==> src/rtl/core/elsp_pkg.sv <==
`timescale 1ns / 1ps
`default_nettype none

package elsp_pkg;

	localparam logic [7:0] CHAR_NUL    = 8'h00;
	localparam logic [7:0] CHAR_DOLLAR = 8'h24;
	localparam logic [7:0] CHAR_N      = 8'h6e;
	localparam logic [7:0] CHAR_QUOTE  = 8'h22;
	localparam logic [7:0] CHAR_SPACE  = 8'h20;
	localparam logic [7:0] CHAR_TAB    = 8'h09;
	localparam logic [7:0] CHAR_CR     = 8'h0d;

	typedef enum logic [1:0] {
		KIND_DATA = 2'd0,
		KIND_EOL  = 2'd1,
		KIND_END  = 2'd2,
		KIND_ERR  = 2'd3
	} kind_t;

	typedef enum logic [1:0] {
		ERR_NONE       = 2'd0,
		ERR_DOLLAR_END = 2'd1,
		ERR_OPEN_QUOTE = 2'd2
	} err_t;

	// source of the out_byte field
	typedef enum logic [1:0] {
		SEL_PEND   = 2'd0,
		SEL_DOLLAR = 2'd1,
		SEL_BYTE   = 2'd2,
		SEL_ZERO   = 2'd3
	} sel_t;

	typedef enum logic [1:0] {
		MODE_START     = 2'd0,
		MODE_START_ESC = 2'd1,
		MODE_COPY      = 2'd2,
		MODE_COPY_ESC  = 2'd3
	} mode_t;

	// ordered: the sequencer relies on the step order
	typedef enum logic [2:0] {
		ST_IDLE   = 3'd0,
		ST_FLUSH  = 3'd1,
		ST_DOLLAR = 3'd2,
		ST_BYTE   = 3'd3,
		ST_EOL    = 3'd4,
		ST_FINAL  = 3'd5
	} state_t;

	typedef struct packed {
		logic zero;
		logic ws;
		logic dollar;
		logic is_n;
		logic quote;
	} cls_t;

	typedef struct packed {
		logic  accept;      // load input byte
		logic  push_in;     // hold input byte as whitespace
		logic  push_byte;   // hold latched byte as whitespace
		logic  pend_clear;
		logic  line_inc;
		logic  line_clear;
		logic  flush_start; // prefetch entry 0
		logic  flush_next;  // entry consumed, fetch next
		logic  emit;
		kind_t kind;
		sel_t  sel;
		err_t  code;
		logic  last;
	} ctrl_cmd_t;

	typedef struct packed {
		cls_t in_cls;
		logic pend_empty;
		logic flush_last;
		logic out_free;
	} dp_status_t;

	function automatic cls_t classify(input logic [7:0] c);
		cls_t r;
		r.zero   = (c == CHAR_NUL);
		r.ws     = (c == CHAR_SPACE) || ((c >= CHAR_TAB) && (c <= CHAR_CR));
		r.dollar = (c == CHAR_DOLLAR);
		r.is_n   = (c == CHAR_N);
		r.quote  = (c == CHAR_QUOTE);
		return r;
	endfunction

endpackage

`default_nettype wire

==> src/rtl/core/escaped_line_splitter_core.sv <==
`timescale 1ns / 1ps
`default_nettype none

// Splits a byte string into lines at every unquoted "$n", trimming leading
// and trailing whitespace. Input bytes enter on the s_ channel, one request
// per byte, with byte 0 ending the string. Results leave on the m_ channel:
// tuser carries the kind (data, end of line, end of string, error), tdata the
// copied byte, error code and line count, tlast marks the final result of
// one input byte. A byte that gives no result (skipped or held whitespace,
// a '$' waiting for its partner) is taken while the sequencer stays idle.
// Otherwise the sequencer steps, in this order, through one result for
// each flushed whitespace byte, the escape '$', the copied byte, the end of
// line and the end of string or error, one result per cycle while the
// receiver takes them; the held bytes come from a store with separate
// write and read ports and registered read, prefetched at acceptance.
// Reset empties the whitespace store, clears the line count and returns to
// line start; the same happens after every end-of-string or error result.
// When the receiver stalls, the output register holds its result, the
// sequencer waits and s_tready stays low until the byte's results are out.

module escaped_line_splitter_core #(
	parameter int PENDING_DEPTH = 16,  // held whitespace bytes, 1..256
	parameter int MAX_LINES     = 255  // line count saturation, 1..255 (larger values act as 255)
) (
	input  wire logic        clk,
	input  wire logic        arst_n,
	input  wire logic        s_tvalid,
	output logic             s_tready,
	input  wire logic [7:0]  s_tdata,   // [7:0] char_in
	output logic             m_tvalid,
	input  wire logic        m_tready,
	output logic [23:0]      m_tdata,   // [7:0] out_byte, [9:8] error_code,
	                                    // [17:10] line_count, [23:18] zero
	output logic [1:0]       m_tuser,   // [1:0] kind
	output logic             m_tlast    // last result of this input byte
);

	elsp_pkg::ctrl_cmd_t  cmd;
	elsp_pkg::dp_status_t status;

	// sequencer: parse mode, quote state, result steps per request
	elsp_ctrl u_ctrl (
		.clk      (clk),
		.arst_n   (arst_n),
		.s_tvalid (s_tvalid),
		.s_tready (s_tready),
		.status   (status),
		.cmd      (cmd)
	);

	// datapath: whitespace store, line counter, output register
	elsp_dp #(
		.PENDING_DEPTH (PENDING_DEPTH),
		.MAX_LINES     (MAX_LINES)
	) u_dp (
		.clk      (clk),
		.arst_n   (arst_n),
		.s_tdata  (s_tdata),
		.cmd      (cmd),
		.status   (status),
		.m_tready (m_tready),
		.m_tvalid (m_tvalid),
		.m_tdata  (m_tdata),
		.m_tuser  (m_tuser),
		.m_tlast  (m_tlast)
	);

endmodule

`default_nettype wire

==> src/rtl/core/elsp_dp.sv <==
`timescale 1ns / 1ps
`default_nettype none

module elsp_dp #(
	parameter int PENDING_DEPTH = 16,
	parameter int MAX_LINES     = 255
) (
	input  wire logic                   clk,
	input  wire logic                   arst_n,
	input  wire logic [7:0]             s_tdata,
	input  wire elsp_pkg::ctrl_cmd_t    cmd,
	output elsp_pkg::dp_status_t        status,
	input  wire logic                   m_tready,
	output logic                        m_tvalid,
	output logic [23:0]                 m_tdata,
	output logic [1:0]                  m_tuser,
	output logic                        m_tlast
);

	localparam int AW = (PENDING_DEPTH > 1) ? $clog2(PENDING_DEPTH) : 1;
	localparam int CW = $clog2(PENDING_DEPTH + 1);
	localparam int LineCapInt = (MAX_LINES < 255) ? MAX_LINES : 255;
	localparam logic [7:0] LINE_CAP = 8'(LineCapInt);

	logic [7:0]    pend_mem [PENDING_DEPTH];
	logic [7:0]    rd_data_q;
	logic [7:0]    byte_q;
	logic [CW-1:0] count_q;
	logic [AW-1:0] idx_q;
	logic [7:0]    lines_q;

	logic          out_valid_q;
	logic [1:0]    out_kind_q;
	logic [7:0]    out_byte_q;
	logic [1:0]    out_code_q;
	logic [7:0]    out_lines_q;
	logic          out_last_q;

	logic          wr_en;
	logic [7:0]    wr_data;
	logic          rd_en;
	logic [AW-1:0] rd_addr;
	logic          flush_last;
	logic [7:0]    sel_byte;

	assign flush_last = ((CW'(idx_q) + CW'(1)) == count_q);
	assign wr_en   = (cmd.push_in || cmd.push_byte) && (count_q != CW'(PENDING_DEPTH));
	assign wr_data = cmd.push_in ? s_tdata : byte_q;
	assign rd_en   = cmd.flush_start || (cmd.flush_next && !flush_last);
	assign rd_addr = cmd.flush_start ? '0 : idx_q + AW'(1);

	assign status.in_cls     = elsp_pkg::classify(s_tdata);
	assign status.pend_empty = (count_q == '0);
	assign status.flush_last = flush_last;
	assign status.out_free   = !out_valid_q || m_tready;

	// pending whitespace store
	always_ff @(posedge clk) begin
		if (wr_en) begin
			pend_mem[count_q[AW-1:0]] <= wr_data;
		end
		if (rd_en) begin
			rd_data_q <= pend_mem[rd_addr];
		end
		if (cmd.accept) begin
			byte_q <= s_tdata;
		end
	end

	always_ff @(posedge clk or negedge arst_n) begin
		if (!arst_n) begin
			count_q <= '0;
			idx_q   <= '0;
			lines_q <= '0;
		end else begin
			if (cmd.pend_clear) begin
				count_q <= '0;
			end else if (wr_en) begin
				count_q <= count_q + CW'(1);
			end
			if (cmd.flush_start) begin
				idx_q <= '0;
			end else if (cmd.flush_next) begin
				idx_q <= idx_q + AW'(1);
			end
			if (cmd.line_clear) begin
				lines_q <= '0;
			end else if (cmd.line_inc && (lines_q < LINE_CAP)) begin
				lines_q <= lines_q + 8'd1;
			end
		end
	end

	always_comb begin
		unique case (cmd.sel)
			elsp_pkg::SEL_PEND:   sel_byte = rd_data_q;
			elsp_pkg::SEL_DOLLAR: sel_byte = elsp_pkg::CHAR_DOLLAR;
			elsp_pkg::SEL_BYTE:   sel_byte = byte_q;
			default:              sel_byte = 8'd0;
		endcase
	end

	// output register
	always_ff @(posedge clk or negedge arst_n) begin
		if (!arst_n) begin
			out_valid_q <= 1'b0;
		end else if (cmd.emit) begin
			out_valid_q <= 1'b1;
		end else if (m_tready) begin
			out_valid_q <= 1'b0;
		end
	end

	always_ff @(posedge clk) begin
		if (cmd.emit) begin
			out_kind_q  <= cmd.kind;
			out_byte_q  <= sel_byte;
			out_code_q  <= cmd.code;
			out_lines_q <= lines_q;
			out_last_q  <= cmd.last;
		end
	end

	assign m_tvalid = out_valid_q;
	assign m_tdata  = {6'd0, out_lines_q, out_code_q, out_byte_q};
	assign m_tuser  = out_kind_q;
	assign m_tlast  = out_last_q;

endmodule

`default_nettype wire

==> src/rtl/core/elsp_ctrl.sv <==
`timescale 1ns / 1ps
`default_nettype none

module elsp_ctrl (
	input  wire logic              clk,
	input  wire logic              arst_n,
	input  wire logic              s_tvalid,
	output logic                   s_tready,
	input  wire elsp_pkg::dp_status_t status,
	output elsp_pkg::ctrl_cmd_t    cmd
);

	// result steps still owed for the current request
	typedef struct packed {
		logic              dollar;
		logic              byte_out;
		logic              hold;       // hold latched byte after the dollar
		logic              eol;
		logic              eol_count;  // empty line: count the next line too
		logic              final_res;
		elsp_pkg::kind_t   final_kind;
		elsp_pkg::err_t    final_code;
	} plan_t;

	elsp_pkg::state_t state_q, state_d;
	elsp_pkg::mode_t  mode_q, mode_d;
	logic             quotes_q, quotes_d;
	plan_t            plan_q, plan_d;
	logic             flush_go;
	elsp_pkg::cls_t   cls;

	function automatic elsp_pkg::state_t step_after(input elsp_pkg::state_t cur, input plan_t p);
		elsp_pkg::state_t nxt;
		priority if (p.dollar && (cur < elsp_pkg::ST_DOLLAR)) nxt = elsp_pkg::ST_DOLLAR;
		else if (p.byte_out && (cur < elsp_pkg::ST_BYTE)) nxt = elsp_pkg::ST_BYTE;
		else if (p.eol && (cur < elsp_pkg::ST_EOL)) nxt = elsp_pkg::ST_EOL;
		else if (p.final_res && (cur < elsp_pkg::ST_FINAL)) nxt = elsp_pkg::ST_FINAL;
		else nxt = elsp_pkg::ST_IDLE;
		return nxt;
	endfunction

	assign cls = status.in_cls;

	always_ff @(posedge clk or negedge arst_n) begin
		if (!arst_n) begin
			state_q  <= elsp_pkg::ST_IDLE;
			mode_q   <= elsp_pkg::MODE_START;
			quotes_q <= 1'b0;
			plan_q   <= '0;
		end else begin
			state_q  <= state_d;
			mode_q   <= mode_d;
			quotes_q <= quotes_d;
			plan_q   <= plan_d;
		end
	end

	always_comb begin
		state_d  = state_q;
		mode_d   = mode_q;
		quotes_d = quotes_q;
		plan_d   = plan_q;
		flush_go = 1'b0;
		cmd      = '0;
		cmd.kind = elsp_pkg::KIND_DATA;
		cmd.sel  = elsp_pkg::SEL_ZERO;
		cmd.code = elsp_pkg::ERR_NONE;
		s_tready = (state_q == elsp_pkg::ST_IDLE);

		unique case (state_q)
			elsp_pkg::ST_IDLE: begin
				if (s_tvalid) begin
					cmd.accept = 1'b1;
					plan_d = '0;
					unique case (mode_q)
						elsp_pkg::MODE_START: begin
							priority if (cls.zero) begin
								plan_d.final_res  = 1'b1;
								plan_d.final_kind = elsp_pkg::KIND_END;
							end else if (cls.ws) begin
								// leading whitespace dropped
							end else if (cls.dollar) begin
								mode_d = elsp_pkg::MODE_START_ESC;
							end else begin
								cmd.line_inc = 1'b1;
								if (cls.quote) quotes_d = 1'b1;
								plan_d.byte_out = 1'b1;
								mode_d = elsp_pkg::MODE_COPY;
							end
						end
						elsp_pkg::MODE_START_ESC: begin
							priority if (cls.zero) begin
								plan_d.final_res  = 1'b1;
								plan_d.final_kind = elsp_pkg::KIND_ERR;
								plan_d.final_code = elsp_pkg::ERR_DOLLAR_END;
							end else if (cls.is_n) begin
								cmd.line_inc = 1'b1;
								plan_d.eol = 1'b1;
								plan_d.eol_count = 1'b1;
								mode_d = elsp_pkg::MODE_COPY;
							end else begin
								cmd.line_inc = 1'b1;
								plan_d.dollar   = 1'b1;
								plan_d.byte_out = !cls.ws;
								plan_d.hold     = cls.ws;
								mode_d = elsp_pkg::MODE_COPY;
							end
						end
						elsp_pkg::MODE_COPY: begin
							priority if (cls.zero) begin
								plan_d.eol = 1'b1;
								plan_d.final_res = 1'b1;
								if (quotes_q) begin
									plan_d.final_kind = elsp_pkg::KIND_ERR;
									plan_d.final_code = elsp_pkg::ERR_OPEN_QUOTE;
								end else begin
									plan_d.final_kind = elsp_pkg::KIND_END;
								end
							end else if (cls.dollar) begin
								mode_d = elsp_pkg::MODE_COPY_ESC;
							end else begin
								if (cls.quote) quotes_d = !quotes_q;
								if (cls.ws) begin
									cmd.push_in = 1'b1;
								end else begin
									flush_go = !status.pend_empty;
									plan_d.byte_out = 1'b1;
								end
							end
						end
						default: begin
							priority if (cls.zero) begin
								plan_d.final_res  = 1'b1;
								plan_d.final_kind = elsp_pkg::KIND_ERR;
								plan_d.final_code = elsp_pkg::ERR_DOLLAR_END;
							end else if (cls.is_n && !quotes_q) begin
								plan_d.eol = 1'b1;
								mode_d = elsp_pkg::MODE_START;
							end else begin
								flush_go = !status.pend_empty;
								plan_d.dollar   = 1'b1;
								plan_d.byte_out = !cls.ws;
								plan_d.hold     = cls.ws;
								mode_d = elsp_pkg::MODE_COPY;
							end
						end
					endcase
					cmd.flush_start = flush_go;
					state_d = flush_go ? elsp_pkg::ST_FLUSH
						: step_after(elsp_pkg::ST_IDLE, plan_d);
				end
			end
			elsp_pkg::ST_FLUSH: begin
				if (status.out_free) begin
					cmd.emit = 1'b1;
					cmd.sel  = elsp_pkg::SEL_PEND;
					cmd.flush_next = 1'b1;
					cmd.last = status.flush_last
						&& (step_after(elsp_pkg::ST_FLUSH, plan_q) == elsp_pkg::ST_IDLE);
					if (status.flush_last) begin
						cmd.pend_clear = 1'b1;
						state_d = step_after(elsp_pkg::ST_FLUSH, plan_q);
					end
				end
			end
			elsp_pkg::ST_DOLLAR: begin
				if (status.out_free) begin
					cmd.emit = 1'b1;
					cmd.sel  = elsp_pkg::SEL_DOLLAR;
					cmd.push_byte = plan_q.hold;
					state_d  = step_after(elsp_pkg::ST_DOLLAR, plan_q);
					cmd.last = (state_d == elsp_pkg::ST_IDLE);
				end
			end
			elsp_pkg::ST_BYTE: begin
				if (status.out_free) begin
					cmd.emit = 1'b1;
					cmd.sel  = elsp_pkg::SEL_BYTE;
					state_d  = step_after(elsp_pkg::ST_BYTE, plan_q);
					cmd.last = (state_d == elsp_pkg::ST_IDLE);
				end
			end
			elsp_pkg::ST_EOL: begin
				if (status.out_free) begin
					cmd.emit = 1'b1;
					cmd.kind = elsp_pkg::KIND_EOL;
					cmd.pend_clear = 1'b1;
					cmd.line_inc = plan_q.eol_count;
					state_d  = step_after(elsp_pkg::ST_EOL, plan_q);
					cmd.last = (state_d == elsp_pkg::ST_IDLE);
				end
			end
			elsp_pkg::ST_FINAL: begin
				if (status.out_free) begin
					cmd.emit = 1'b1;
					cmd.kind = plan_q.final_kind;
					cmd.code = plan_q.final_code;
					cmd.last = 1'b1;
					cmd.line_clear = 1'b1;
					cmd.pend_clear = 1'b1;
					mode_d   = elsp_pkg::MODE_START;
					quotes_d = 1'b0;
					state_d  = elsp_pkg::ST_IDLE;
				end
			end
			default: begin
				state_d = elsp_pkg::ST_IDLE;
			end
		endcase
	end

endmodule

`default_nettype wire
==> config.mk <==
export PLATFORM = sky130hd
export DESIGN_NAME = escaped_line_splitter_core
export DESIGN_NICKNAME = d
export VERILOG_FILES = /design/src/rtl/core/elsp_pkg.sv /design/src/rtl/core/escaped_line_splitter_core.sv /design/src/rtl/core/elsp_dp.sv /design/src/rtl/core/elsp_ctrl.sv
export SDC_FILE = /design/constraint.sdc
export NUM_CORES = 1
export LEC_CHECK = 0
export ABC_AREA = 1
export BUFFER_PORTS_ARGS = -buffer_cell sky130_fd_sc_hd__buf_2
export CAP_MARGIN = 30
export CORE_AREA = 4 4 136 138
export DETAILED_ROUTE_END_ITERATION = 7
export DIE_AREA = 0 0 140 142
export PLACE_DENSITY = 0.71
export REMOVE_ABC_BUFFERS = 1
export SLEW_MARGIN = 20
export SYNTH_ARGS = -nofsm -noshare
export SYNTH_HDL_FRONTEND = slang
export SYNTH_HIERARCHICAL = 1
export SYNTH_SLANG_ARGS = --single-unit
==> constraint.sdc <==
create_clock -name clk -period 3.2 [get_ports clk]
set_input_delay 0.32 -clock clk [delete_from_list [all_inputs] [get_ports clk]]
set_output_delay 0.32 -clock clk [all_outputs]
set_load 0.005 [all_outputs]
* Yosys cells after proc, flatten, opt, wreduce, memory -nomap -nowiden
Memories as Yosys holds them, arrays and structs flattened. A register that Yosys moved wholly into a read port is not among the register bits.
Cells that the tools add are included.
** Storage, ports and cells
- Register bits after elaboration :: 63
- Bits in latches :: 0
- RAM bits :: 128
- ROM bits :: 0
- Output and inout port bits :: 29
- Memories kept :: 1
** Memories
- u_dp.pend_mem :: depth 16, width 8, rd ports 1, clocked after Yosys merged registers in 1, wr ports 1, RTL line elsp_dp.sv:25 : logic [7:0] pend_mem [PENDING_DEPTH];
** Cells by class
- Add/sub/neg operators :: 4
- $mul :: 0
- Div/mod/pow operators :: 0
- $lt $le $gt $ge :: 3
- Eq/ne operators :: 32
- Shift-type cells :: 0
- Multiplexer cells :: 138
- Bitwise logic cells :: 0
- Reductions and logical operators :: 37
** Operators by type and width (number)
- two-way mux 3 bit :: 31
- two-way mux 1 bit :: 57
- two-way mux 2 bit :: 18
- two-way mux 5 bit :: 5
- equality test 8 x 6 -> 1 bit, second input constant :: 3
- two-way mux 8 bit :: 3
- inequality test 3 bit, second input constant :: 8
- case mux 8 bit (3 select lines) :: 1
- case mux 3 bit (6 select lines) :: 1
- two-way mux 4 bit :: 4
- zero test 3 bit :: 5
- inequality test 2 bit, second input constant :: 7
- case mux 1 bit (2 select lines) :: 7
- case mux 2 bit (2 select lines) :: 3
- case mux 2 bit (3 select lines) :: 2
- AND reduction 11 bit :: 1
- nonzero test 2 bit :: 5
- case mux 1 bit (3 select lines) :: 3
- adder 8 x 1 -> 8 bit, second input constant :: 1
- equality test 8 x 7 -> 1 bit, second input constant :: 1
- greater-or-equal comparator 8 x 4 -> 1 bit, second input constant :: 1
- less-or-equal comparator 8 x 4 -> 1 bit, second input constant :: 1
- zero test 8 bit :: 1
- < comparator 8 bit, second input constant :: 1
- 24 further kinds :: 44

* Depth between registers and ports, before layout
- Word-level depth :: 15
- Gate-level depth with buffers :: 19
- Gate-level depth less buffers :: 17

* Cells and area by module
The synthesis kept the hierarchy.
** By module, submodules not included
- elsp_dp :: times used 1, cells an instance 778, area an instance 8167.8 sq um
- elsp_ctrl :: times used 1, cells an instance 184, area an instance 1246.2 sq um

* Worst setup path after synthesis
No wires, ideal clock.
- Path type :: input port to flip-flop
- From :: in s_tdata[6]
- To :: mem u_dp.pend_mem[8][0] (enable)
- Setup time :: 0.383 ns
- Data arrival time :: 2.569 ns
- Setup slack :: 0.248 ns
- Stages :: 9
- Path buffers :: 0
- Cells stage by stage :: nor2_1 -> nand2_1 -> nor2_1 -> o21ai_0 -> o22ai_1 -> inv_1 -> nor4_1 -> o22ai_4 -> nor3_1
** RTL lines
- from (decl) :: RTL line escaped_line_splitter_core.sv:29 : input wire logic [7:0] s_tdata,
- to (decl) :: RTL line elsp_dp.sv:25

==> flow_metrics.py <==
metrics = {
    "pwr": {
        "internal_power_uw": 5682,
        "power.density_mw_per_mm2": 875.9,
        "p_sw_uw": 3596,
        "p_seq_frac": 0.389,
        "p_leak_uw": 0.004581,
        "comb_power_share": 0.388,
        "irDropWorstVdd_mv": 0.5899,
        "power.share.clock": 0.223,
        "sw_frac_of_total": 0.3876,
    },
    "critical_path": {
        "worstPathCellList": "inv_1, ha_1, nand4_1, a21o_1, nor2_1, inv_2, nand2_2, buf_4, nor2_1, o21ai_1, nand3_1, nand3_1, nand2_1",
        "cp.required_ns": 3.39,
        "path_delay_family": "simple AND/OR/NAND/NOR gates",
        "crit_fanout": 11,
        "critPathCaptureType": "register",
        "path_buf_inv": 3,
        "crit_arrival_ns": 2.91,
        "cp_slowest_cell": "nor2_1",
        "critPathMaxStageDelay_ns": 0.43,
        "critical_path_class": "reg -> reg",
        "start_kind": "register",
    },
    "detailed_routing": {
        "drc": 0,
        "wl_per_cell_um": 16.98,
        "routed_via_density": 5.412,
        "dr.pass1.iters": 6,
        "ant_nets": 0,
        "vias": 6863,
        "wl_um": 21530,
        "drt_iter0_markers": 924,
    },
    "yosys": {
        "synth_xor_area_frac": 0.005582,
        "synthCells": 962,
        "synth_top_cell_by_area": "edfxtp_1",
        "synth_top_area_share": 0.5263,
        "synth_compound_area_frac": 0.06486,
        "avgSynthCellArea_sq_um": 9.786,
        "synth.area.top_cells": "edfxtp_1, dfrtp_1, nand2_1, nand3_1, inv_1",
        "synth_top_family_by_area": "simple AND/OR/NAND/NOR gates",
        "synth-seq-cells": 198,
        "syn-cell-area_sq_mm": 0.009414,
        "yosysWarnings": 6,
        "seq_area_frac_synth": 0.6140,
        "synthAdderAreaFrac": 0.01462,
        "synth_cell_type_count": 43,
        "synth-simple-area-share": 0.2111,
        "synth_mux_area_frac": 0,
    },
    "timing": {
        "rsz0062_at_grt": "no",
        "period_minus_slack_ns": 2.717,
        "slew_headroom": 0.3998,
        "max_freq_ghz": 0.3680,
        "hold_viol": 0,
        "fin_crit_sh": 0.8491,
        "tightest_slew_ns": 0.8981,
        "timing.hold.ws_ns": 0.09564,
        "tns_ns": 0,
        "setup_viol": 0,
        "final.setup_skew_ns": 0.007175,
        "maxSlewViolCount": 0,
    },
    "floorplan": {
        "io_pins": 41,
        "rows": 48,
        "die_w_um": 140,
        "core_sq_mm": 0.01718,
        "start_util": 0.5481,
        "die_area_sq_mm": 0.01988,
        "die_height_um": 142,
    },
    "clocking": {
        "clock_sinks": 198,
        "cts_made_buffers": 17,
        "worstSkewPairLatency_ns": 0.43,
        "htreeDepth": 4,
        "cts_tree": "yes",
        "cts_buffer_depth": 2,
        "cts-resized-gates": 0,
        "cts.reportedPaths.clkPinSlew_ns": 0.07,
        "post_cts_buffers": 0,
        "cts_root_buf": "clkbuf_16",
    },
    "placed_design": {
        "dpl.hpwl_um": 14890,
        "gp_congestion": 0.9372,
        "port_buffers": 34,
    },
    "grt": {
        "grt_pass1_vias": 6363,
        "grt_max_degree": 46,
        "antenna_found_initial": 0,
        "gr-total-overflow": 0,
        "gr-usage-all-layers": 0.2228,
        "grt_pass1_wl_um": 34400,
    },
    "cells_and_area": {
        "seq_area_sq_mm": 0.005781,
        "final_core_util": 0.6167,
        "final_cell_mix": "nand2_1, edfxtp_1, inv_1, nand3_1, nor2_1",
        "layout_commonest_cell": "nand2_1",
        "area_growth_pct": 12.52,
        "multi_input_area_sq_mm": 0.002820,
        "layout.nets": 1054,
        "diodes": 0,
        "fillerInstances": 1418,
        "layout-drive-gt1-share": 0.1314,
    },
    "worst_hold_path": {
        "hold_class": "in -> reg",
    },
    "outcome": {
        "status": "complete, no violations",
    },
    "job": {
        "drv_cap": 0,
    },
}
[registers in the layout, summed over array words and instances, names as in the netlist]
signal,flops
u_dp/rd_data_q,8
u_ctrl/quotes_q,1
u_dp/m_tvalid,1
u_dp/out_byte_q,8
u_dp/count_q,5
u_dp/idx_q,4
u_dp/m_tuser,2
u_ctrl/mode_q,2
u_dp/out_lines_q,8
u_dp/byte_q,8
u_ctrl/state_q,3
u_dp/m_tlast,1
u_dp/lines_q,8
u_dp/pend_mem,128
u_ctrl/plan_q,9
u_dp/out_code_q,2
[worst paths after layout]
check	cells after the start	slack, ns	startpoint	endpoint
setup / recovery	13	0.48	u_ctrl/mode_q[0]	u_dp/rd_data_q[7]
hold / removal	1	0.1	s_tdata[0]	u_dp/byte_q[0]
setup reg to reg	13	0.48	u_ctrl/mode_q[0]	u_dp/rd_data_q[7]
hold reg to reg	0	0.48	u_dp/lines_q[6]	u_dp/out_lines_q[6]
max in group asynchronous	2	2.17	arst_n	u_ctrl/state_q[2]
min in group asynchronous	2	0.51	arst_n	u_dp/lines_q[5]
[power groups by stage]
stage	sequential [uW]	combinational, uW	clock [uW]
finish	3610	3600	2070
detailed placement	3660	3530	0
floorplan	3610	2300	0
CTS	3610	3560	2100
global route	3650	4010	2220
global placement	3660	3500	0
[area by class of cell]
type	count	share of cell area
clock buffers	20	0.04122
clock inverters	11	0.01181
inverters	161	0.05741
multi-input cells	575	0.2662
flip-flops and latches	198	0.5457
well taps	225	0.02658
repair buffers	78	0.05103
[metrics by stage]
stage	setup WS, ns	cell area, sq um	power, uW	cells
4_1_cts	0.4702	10590	9274	1268
5_1_grt	0.2587	10590	9886	1268
3_3_place_gp	0.1596	10020	7158	1236
2_1_floorplan	-0.3769	9199	5908	934
3_5_place_dp	0.2861	10020	7195	1236
6_report	0.4829	10590	9278	1268
[synthesized netlist by cell type, drive strengths merged]
cell / number
clkbuf: 1
inv: 160
nor4: 4
ha: 11
nor2: 81
xor2: 5
clkinv: 1
o22ai: 6
xnor2: 1
buf: 32
and2: 1
a21boi: 1
o21a: 1
a32o: 1
dfrtp: 33
a21o: 1
o21bai: 2
a211oi: 1
o211ai: 9
nor3: 6
edfxtp: 165
or2: 1
a21oi: 11
nand4: 6
nand3: 124
o21ai: 70
conb: 1
nand2: 226
[routing by layer]
metal | vias to the layer above | track usage | part of all wire
met5 | - | 0 | 0
met4 | 0 | 0.06323 | 0.020
met3 | 33 | 0.05040 | 0.076
met2 | 278 | 0.3401 | 0.46
met1 | 3257 | 0.3260 | 0.45
li1 | 3295 | - | -
[kinds of logic (layout without fill, tap and decap cells)]
kind of cell / count (synthesis) / count (layout)
AND/OR/NAND/NOR: 449 / 449
flip-flops: 198 / 198
buffers and inverters: 194 / 270
AO/OA/AOI/OAI: 103 / 103
adder cells (fa/ha/maj): 11 / 11
XOR/XNOR: 6 / 6
other: 1 / 6
[what timing repair did]
action | CTS | global route
setup endpoints to repair | 0 | 0
hold buffers | 1 | 0
endpoints found under the hold margin | 33 | 0
Note: power is estimated with default switching activity, not from simulation.
